$ cat src/rtl/lras_pkg.sv
`default_nettype none

package lras_pkg;

    // Width of the recency stamps kept per slot; wide enough never to wrap in use.
    localparam int unsigned STAMP_BITS = 40;

    typedef enum logic [2:0] {
        CMD_GET     = 3'd0,
        CMD_TRY_GET = 3'd1,
        CMD_PUT     = 3'd2,
        CMD_CHANGED = 3'd3,
        CMD_DEL     = 3'd4,
        CMD_SET     = 3'd5,
        CMD_FIND    = 3'd6,
        CMD_RESET   = 3'd7
    } t_cmd;

    typedef enum logic [2:0] {
        STS_OK       = 3'd0,
        STS_RECYCLED = 3'd1,
        STS_NOTFOUND = 3'd2,
        STS_STARVING = 3'd3,
        STS_BLOCKED  = 3'd4,
        STS_BAD      = 3'd5
    } t_status;

    typedef enum logic [1:0] {
        PL_FREE = 2'd0,
        PL_LRU  = 2'd1,
        PL_USED = 2'd2,
        PL_HELD = 2'd3
    } t_place;

    typedef enum logic [2:0] {
        ST_CLEAR,
        ST_IDLE,
        ST_SCAN,
        ST_SCAN_END,
        ST_READ,
        ST_EXEC
    } t_state;

    typedef struct packed {
        logic load;
        logic clr_wr;
        logic scan_rd;
        logic tgt_rd;
        logic exec;
    } t_dp_ctrl;

    typedef struct packed {
        logic cnt_last;
    } t_dp_stat;

endpackage

`default_nettype wire

$ cat src/rtl/lras_ctrl.sv
`default_nettype none

module lras_ctrl (
    input  wire logic             i_clk,
    input  wire logic             i_rst_n,
    input  wire logic             i_in_valid,
    output logic                  o_in_ready,
    input  wire logic [2:0]       i_command,
    output logic                  o_out_valid,
    input  wire logic             i_out_ready,
    output lras_pkg::t_dp_ctrl    o_ctrl,
    input  wire lras_pkg::t_dp_stat i_stat
);
    import lras_pkg::*;

    t_state r_state, n_state;
    logic   r_clr_reply, n_clr_reply;
    logic   r_out_vld, n_out_vld;

    always_ff @(posedge i_clk) begin
        if (!i_rst_n) begin
            r_state     <= ST_CLEAR;
            r_clr_reply <= 1'b0;
            r_out_vld   <= 1'b0;
        end else begin
            r_state     <= n_state;
            r_clr_reply <= n_clr_reply;
            r_out_vld   <= n_out_vld;
        end
    end

    always_comb begin
        n_state     = r_state;
        n_clr_reply = r_clr_reply;
        o_ctrl      = '0;
        o_in_ready  = 1'b0;
        case (r_state)
            ST_CLEAR: begin
                o_ctrl.clr_wr = 1'b1;
                if (i_stat.cnt_last) begin
                    n_state = r_clr_reply ? ST_EXEC : ST_IDLE;
                end
            end
            ST_IDLE: begin
                o_in_ready = 1'b1;
                if (i_in_valid) begin
                    o_ctrl.load = 1'b1;
                    case (t_cmd'(i_command))
                        CMD_RESET: begin
                            n_state     = ST_CLEAR;
                            n_clr_reply = 1'b1;
                        end
                        CMD_GET, CMD_TRY_GET, CMD_FIND: n_state = ST_SCAN;
                        default: n_state = ST_READ;
                    endcase
                end
            end
            ST_SCAN: begin
                o_ctrl.scan_rd = 1'b1;
                if (i_stat.cnt_last) begin
                    n_state = ST_SCAN_END;
                end
            end
            ST_SCAN_END: n_state = ST_READ;
            ST_READ: begin
                o_ctrl.tgt_rd = 1'b1;
                n_state       = ST_EXEC;
            end
            ST_EXEC: begin
                if (!r_out_vld || i_out_ready) begin
                    o_ctrl.exec = 1'b1;
                    n_clr_reply = 1'b0;
                    n_state     = ST_IDLE;
                end
            end
            default: n_state = ST_IDLE;
        endcase
    end

    always_comb begin
        if (o_ctrl.exec) begin
            n_out_vld = 1'b1;
        end else if (i_out_ready) begin
            n_out_vld = 1'b0;
        end else begin
            n_out_vld = r_out_vld;
        end
    end

    assign o_out_valid = r_out_vld;

endmodule

`default_nettype wire

$ cat config.mk
export PLATFORM = sky130hd
export DESIGN_NAME = lras_ctrl
export DESIGN_NICKNAME = d
export VERILOG_FILES = /design/src/rtl/lras_pkg.sv /design/src/rtl/lras_ctrl.sv
export SDC_FILE = /design/constraint.sdc
export NUM_CORES = 1
export LEC_CHECK = 0
export BUFFER_PORTS_ARGS = -buffer_cell sky130_fd_sc_hd__buf_2
export CORE_AREA = 2 2 39 41
export DETAILED_ROUTE_END_ITERATION = 6
export DIE_AREA = 0 0 41 43
export PLACE_DENSITY = 0.49
export SLEW_MARGIN = 20
export SYNTH_ARGS = -nofsm -noshare
export SYNTH_HDL_FRONTEND = slang
export SYNTH_SLANG_ARGS = --single-unit
$ cat constraint.sdc
create_clock -name i_clk -period 3.96 [get_ports i_clk]
set_input_delay 0.99 -clock i_clk [delete_from_list [all_inputs] [get_ports i_clk]]
set_output_delay 0.99 -clock i_clk [all_outputs]
set_load 0.02 [all_outputs]
; ---- Word level (Yosys, flattened, before mapping)
; Cells that the tools add are included.
[totals]
ff_bits = 5
in_bits = 8
output_inout_bits = 7
wordCells = 46
[op_classes]
n_eq_ne = 13
mux = 21
n_reduce_logical = 9
[op_table]
columns = cell, n
row1 = $pmux 3 s6, 1
row2 = $mux 3, 5
row3 = $mux 1, 13
row4 = $eq 3x3->1 const B, 4
row5 = $ne 2x2->1 const B, 5
row6 = $reduce_and 4->1, 2
row7 = $eq 3x1->1 const B, 2
row8 = $eq 3x2->1 const B, 2
row9 = $logic_not 3->1, 2
row10 = $pmux 3 s2, 1
row11 = $reduce_bool 2->1, 2
row12 = $reduce_or 3->1, 1
row13 = $pmux 1 s2, 1
row14 = $logic_not 1->1, 1
row15 = $logic_or 1x1->1, 1

; ---- Depth between registers and ports, before layout
; Gate-level depths: netlist of run 1.
[logic_depth]
word_depth = 5
depth_mapped = 4
depth_no_buf = 3

; ---- Least setup slack after synthesis of run 1
; Ideal clock, no wire load.
[synth_timing]
kind = input port to output port
startpoint = input i_out_ready
endpoint = output o_ctrl[0] in the netlist's numbering
arrival_ps = 1420
required_time_ps = 2970
path_slack_ps = 1550
stages = 3
path_cell_list = nor2b_1 > nor3b_2 > buf_4
[synth_lines]
columns = element, line
row1 = "start, declared", lras_ctrl.sv:10  ; input wire logic i_out_ready,
row2 = "end, declared", lras_ctrl.sv:11  ; output lras_pkg::t_dp_ctrl o_ctrl,

==> qor.csv, run 1 <==
metric,value,unit
Final HPWL DP,595,µm
first-pass GRT wire length,1290,µm
initial antenna violation count,0,
routability cong.,0.656,
"Avg Cell Area, Syn",9.51,µm²
"FF+latch count, synth",5,
"area leader, netlist",dfxtp_1,
DRC,0,
IO Count,15,
total gr overflow,0,
CP peak stage delay,0.20,ns
Max Freq,395,MHz
Hold WC Path Type,flip-flop to flip-flop,
Worst EP required,2.97,ns
Synth Warn #,0,
Hold Fails Final Rpt,0,
final WL,789,µm
clk sink count,5,
clock root cell,clkbuf_4,
synth unique cells,27,
Pins Over Slew Limit,0,
combinational share of power,26.6,%
# diodes,0,
Initial Util,27.5,%
Final Hold Slack,0.569,ns
Leak Pwr,0.201,nW
"delay-heaviest family, CP",simple AND/OR/NAND/NOR gates,
startpoint types,input port,
WP data arrival,1.54,ns
setup bufs post-CTS,0,
Final #Nets,64,
routed wire length per instance,11.1,µm
drt first pass iters,4,
cell internal pwr,0.000113,W
critical path buffer and inverter count,2,
placed inst area,450,µm²
Synth top area share,26.3,%
most frequent cells in the layout,"14 x buf_2, 5 x nor2b_1, 5 x dfxtp_1",
worst-path fanout max,3,
post-layout instance area,477,µm²
crit path kind,input port to primary output,
outcome,finished clean,
vias per cell,4.80,
worst slew pin tran,0.404,ns
Die ar.,1760,µm²
Die Span Y,43,µm
critical path capture point type,primary output,
RSZ-0062 raised after global routing,no,
total CTS buffers,3,
Syn Nets,48,
Switching Fraction,29.7,%
Slew headroom,73.1,%
H-tree depth,1,
Tcrit/Tclk final,63.9,%
"top cells by area, synth","dfxtp_1 26%, nor3b_2 9.9%, nor2b_1 8.2%, o32ai_1 4.6%, buf_4 3.9%",
net load switching power,0.0000476,W
# resized after CTS,0,
final setup TNS,0,ns
# port buffers,14,
Worst-Skew Late Latency,0.24,ns
Max-Cap Viols,0,
"Min Clock Period, post-route",2.53,ns
Cell Pwr Density,336,nW/µm²
Antenna Nets Post-Route,0,
CTS tree,done,
Layout Area Growth over Synthesis,25.3,%
CP max-delay cell,nor2b_1,
initial DRC count,2,
Gate Count Post-Synth,40,
Vias,341,
synthesized area,380,µm²
"most used cell, CP",buf_2,
clk_skew,0.000257,ns
chip width,41,µm
largest net degree at the start of global routing,16,
"Reg clk slew, reported paths",0.04,ns
Final Setup Violations,0,
"most common cell after layout, fill and taps aside",buf_2,
crit-path cells,buf_2 > nor2b_1 > nor3b_2 > buf_2,
CTS Hold Bufs,0,
Clock power frac,35.7,%
sequential share of power,37.7,%
GRT Util Overall,10.7,%
share of cells above drive strength 1,43.6,%
Final Util,34.4,%
maximum vdd ir drop,0.000146,V
FILL cells,151,
vias in the first global route,316,
Rows,14,
clk buf depth,2,
post-synthesis sequential area ratio,26.3,%
Core Area,1380,µm²
-- layer usage --
layer | global-route usage, % | up-vias | part of all wire, % | wire (µm)
met2 | 13.1 | 12 | 42 | 335
li1 | - | 183 | - | -
met4 | 8.00 | 0 | 0 | 0
met1 | 16.1 | 146 | 49 | 385
met5 | 0 | - | 0 | 0
met3 | 1.57 | 0 | 8.7 | 69
-- synth_stat cells (all sizes together) --
cell,n
a211oi,1
a21oi,1
a41oi,1
and3b,1
and4bb,1
buf,3
dfxtp,5
inv,1
mux2,1
nand2b,1
nand3b,1
nand4,1
nor2b,5
nor3,1
nor3b,4
nor4b,1
o21a,1
o21ai,1
o21ba,1
o21bai,1
o22ai,2
o31ai,1
o32ai,2
or2b,1
xor2,1
-- registers in the layout (all words and copies together), names as in the netlist --
signal,count
r_state,3
o_out_valid,1
r_clr_reply,1
-- path summary, 6_finish.rpt --
check | slack [ns] | startpoint | cells past startpoint | endpoint
max | 1.43 | i_out_ready | 4 | o_ctrl[0]
min | 0.57 | r_clr_reply$_SDFFE_PN0P_ | 2 | r_clr_reply$_SDFFE_PN0P_
max reg2reg | 2.68 | r_state[2]$_SDFFE_PN0P_ | 3 | r_clr_reply$_SDFFE_PN0P_
min reg2reg | 0.57 | r_clr_reply$_SDFFE_PN0P_ | 2 | r_clr_reply$_SDFFE_PN0P_
-- worst reg2reg max path, cell delays in order, from the launching register on --
cell and delay, ns:
dfxtp_1 0.56, and4bb_1 0.27, a41oi_1 0.26, nor3b_2 0.07
-- cell type report --
class / instances / area, µm² / area share, %
multi-input combinational: 31 / 256 / 53.8
sequential: 5 / 100 / 21.0
timing repair buffer: 14 / 70.1 / 14.7
clock buffer: 4 / 26.3 / 5.51
tap: 16 / 20.0 / 4.20
inverter: 1 / 3.75 / 0.787
-- power groups by stage --
stage	registers (W)	logic [W]	clock network (W)
floorplan	0.0000564	0.0000353	0
global placement	0.0000613	0.0000432	0
detailed placement	0.0000613	0.0000428	0
CTS	0.0000603	0.0000430	0.0000611
global route	0.0000613	0.0000472	0.0000620
finish	0.0000604	0.0000427	0.0000572
-- metrics by stage --
| stage | power (W) | worst slack (ns) | std cells |
|---|---|---|---|
| 6_report | 0.000160 | 1.43 | 71 |
| 5_1_grt | 0.000170 | 1.37 | 71 |
| 4_1_cts | 0.000164 | 1.43 | 71 |
| 3_5_place_dp | 0.000104 | 1.43 | 67 |
| 3_3_place_gp | 0.000105 | 1.44 | 67 |
| 2_1_floorplan | 0.0000918 | 1.55 | 40 |
-- logic make-up after synthesis --
kind of cell	count (synthesis)	synth area share, %
AO/OA/AOI/OAI	12	24.7
buffers and inverters	4	6.25
XOR/XNOR	1	2.30
multiplexers	1	2.96
flip-flops	5	26.3
AND/OR/NAND/NOR	17	37.5
Note: power is estimated with default switching activity, not from simulation.
==> run 2: changes to the inputs <==
Settings changed: PLACE_DENSITY 0.49 to 0.51.
Clock period 3.96 ns to 2.3 ns, I/O delays scaled along.
==> run 2 against run 1 <==
Net effect: utilization is the same; critical path depth shrank 1; non-clock buffer count is the same; sequential cell count is the same; highest routed layer unchanged; critical endpoint unchanged.
==> qor.csv, run 2 (synthesis results as in run 1) <==
metric,value,unit,change
Die Span Y,43,µm,unchanged
crit path launch,r_state[0]$_SDFFE_PN0P_,,
Final #Nets,64,,unchanged
Core Area,1380,µm²,unchanged
# port buffers,14,,unchanged
setup bufs post-CTS,0,,unchanged
H-tree depth,1,,unchanged
Final Setup Violations,0,,unchanged
Final Hold Slack,0.569,ns,+0.000122 ns
RSZ-0062 raised after global routing,no,,
Worst EP required,1.73,ns,-1.24 ns
critical path capture point type,primary output,,
net load switching power,0.0000834,W,+75%
Hold WC Path Type,flip-flop to flip-flop,,
total power,0.000277,W,+73%
IO Count,15,,unchanged
crit-path cells,or2b_4 > nor3b_2 > buf_2,,
final WL,789,µm,unchanged
routed wire length per instance,11.1,µm,unchanged
Die ar.,1760,µm²,unchanged
crit path kind,flip-flop to primary output,,
Slew headroom,73.3,%,+0.26 points
Leak Pwr,0.201,nW,unchanged
Max Freq,481,MHz,
total CTS buffers,3,,unchanged
CTS Hold Bufs,0,,unchanged
routability cong.,0.648,,-1.1%
cell internal pwr,0.000194,W,+72%
critical path buffer and inverter count,1,,-1
worst slew pin tran,0.400,ns,-0.00394 ns
Hold Fails Final Rpt,0,,unchanged
GRT Util Overall,10.9,%,+0.19 points
WP data arrival,1.51,ns,-0.03 ns
Max-Cap Viols,0,,unchanged
clock root cell,clkbuf_4,,
startpoint types,flip-flop,,
Rows,14,,unchanged
HP Start,r_clr_reply$_SDFFE_PN0P_,,
max FFs per register,3,,unchanged
CP peak stage delay,0.52,ns,+0.32 ns
"Min Clock Period, post-route",2.08,ns,
share of cells above drive strength 1,43.6,%,unchanged
Clock power frac,36.1,%,+0.4 points
r2r endpoint,r_clr_reply$_SDFFE_PN0P_,,
largest net degree at the start of global routing,16,,unchanged
Final HPWL DP,621,µm,+4.3%
vias in the first global route,305,,-3.5%
end point of the critical path,o_ctrl[0],,
most frequent cells in the layout,"14 x buf_2, 5 x nor2b_1, 5 x dfxtp_1",,
"most common cell after layout, fill and taps aside",buf_2,,
clk_skew,0.00144,ns,+0.00118 ns
R2R Setup Slk,1.02,ns,-1.66 ns
CP max-delay cell,dfxtp_1,,
Vias,343,,+0.59%
Crit Reg-Reg Startpoint,r_state[2]$_SDFFE_PN0P_,,
R2R cell count,3,,unchanged
Pins Over Slew Limit,0,,unchanged
vias per cell,4.83,,+0.59%
# resized after CTS,0,,unchanged
"Reg clk slew, reported paths",0.04,ns,about the same
DRC,0,,unchanged
clk sink count,5,,unchanged
initial antenna violation count,0,,unchanged
first-pass GRT wire length,1270,µm,-1.6%
chip width,41,µm,unchanged
outcome,finished clean,,
Layout Area Growth over Synthesis,25.3,%,unchanged
Worst-Skew Late Latency,0.24,ns,about the same
combinational share of power,26.6,%,about the same
final setup TNS,0,ns,unchanged
Tcrit/Tclk final,90.5,%,
# diodes,0,,unchanged
Switching Fraction,30.1,%,+0.34 points
clk buf depth,2,,unchanged
Initial Util,27.5,%,unchanged
CTS tree,done,,
Cell Pwr Density,582,nW/µm²,+73%
Antenna Nets Post-Route,0,,unchanged
total gr overflow,0,,unchanged
drt first pass iters,3,,-1
initial DRC count,1,,-1
most flop-heavy register,r_state,,
worst-path fanout max,12,,+9
sequential share of power,37.3,%,-0.4 points
CP Depth,3,,-1
"delay-heaviest family, CP",simple AND/OR/NAND/NOR gates,,
maximum vdd ir drop,0.000157,V,+7.3%
==> run 2: cell counts in the layout (fill, tap and decap cells not counted) <==
Identical to the previous run, type by type.
==> run 2: worst min path at each step <==
stage / to / slack (ns) / cells past startpoint
after floorplan: r_clr_reply$_SDFFE_PN0P_ / 0.52 / 2
after global placement: r_clr_reply$_SDFFE_PN0P_ / 0.58 / 2
after detailed placement: r_clr_reply$_SDFFE_PN0P_ / 0.57 / 2
after CTS: r_state[1]$_SDFFE_PN0P_ / 0.57 / 2
after global routing: r_state[1]$_SDFFE_PN0P_ / 0.57 / 2
final: r_clr_reply$_SDFFE_PN0P_ / 0.57 / 2
==> run 2: power groups by stage <==
stage          sequential, W  clock [W]  combinational (W)
2_1_floorplan      0.0000972          0          0.0000608
3_3_place_gp        0.000105          0          0.0000748
3_5_place_dp        0.000105          0          0.0000743
4_1_cts             0.000103   0.000107          0.0000748
5_1_grt             0.000105   0.000116          0.0000815
6_report            0.000103   0.000100          0.0000739
==> run 2: metal layers <==
layer	up-vias	wire length, µm	track usage (%)
met1	152	351	12.5
met2	9	376	16.3
met4	0	0	6.00
met3	0	61	4.71
li1	182	-	-
met5	-	0	0
==> run 2: cell type report <==
cell class	instances	area, µm²
clock buffers	4	26.3
multi-input cells	31	256
inverters	1	3.75
flip-flops and latches	5	100
repair buffers	14	70.1
well taps	16	20.0
fillers	155	907
==> run 2: worst reg2reg max path: cells and delay by family, from the launching register on <==
| family | cells | cell delay [ns] |
|---|---|---|
| and+or+nand+nor | 2 | 0.36 |
| DFF | 1 | 0.56 |
| AOI/OAI and AO/OA | 1 | 0.25 |
==> run 2: per-stage QoR <==
stage / worst slack [ns] / util (%) / cells / cell area [µm²]
finish: 0.219 / 34.4 / 71 / 477
global route: 0.119 / 34.4 / 71 / 477
CTS: 0.202 / 34.4 / 71 / 477
detailed placement: 0.472 / 32.5 / 67 / 450
global placement: 0.482 / 32.5 / 67 / 450
floorplan: 0.720 / - / 40 / 380
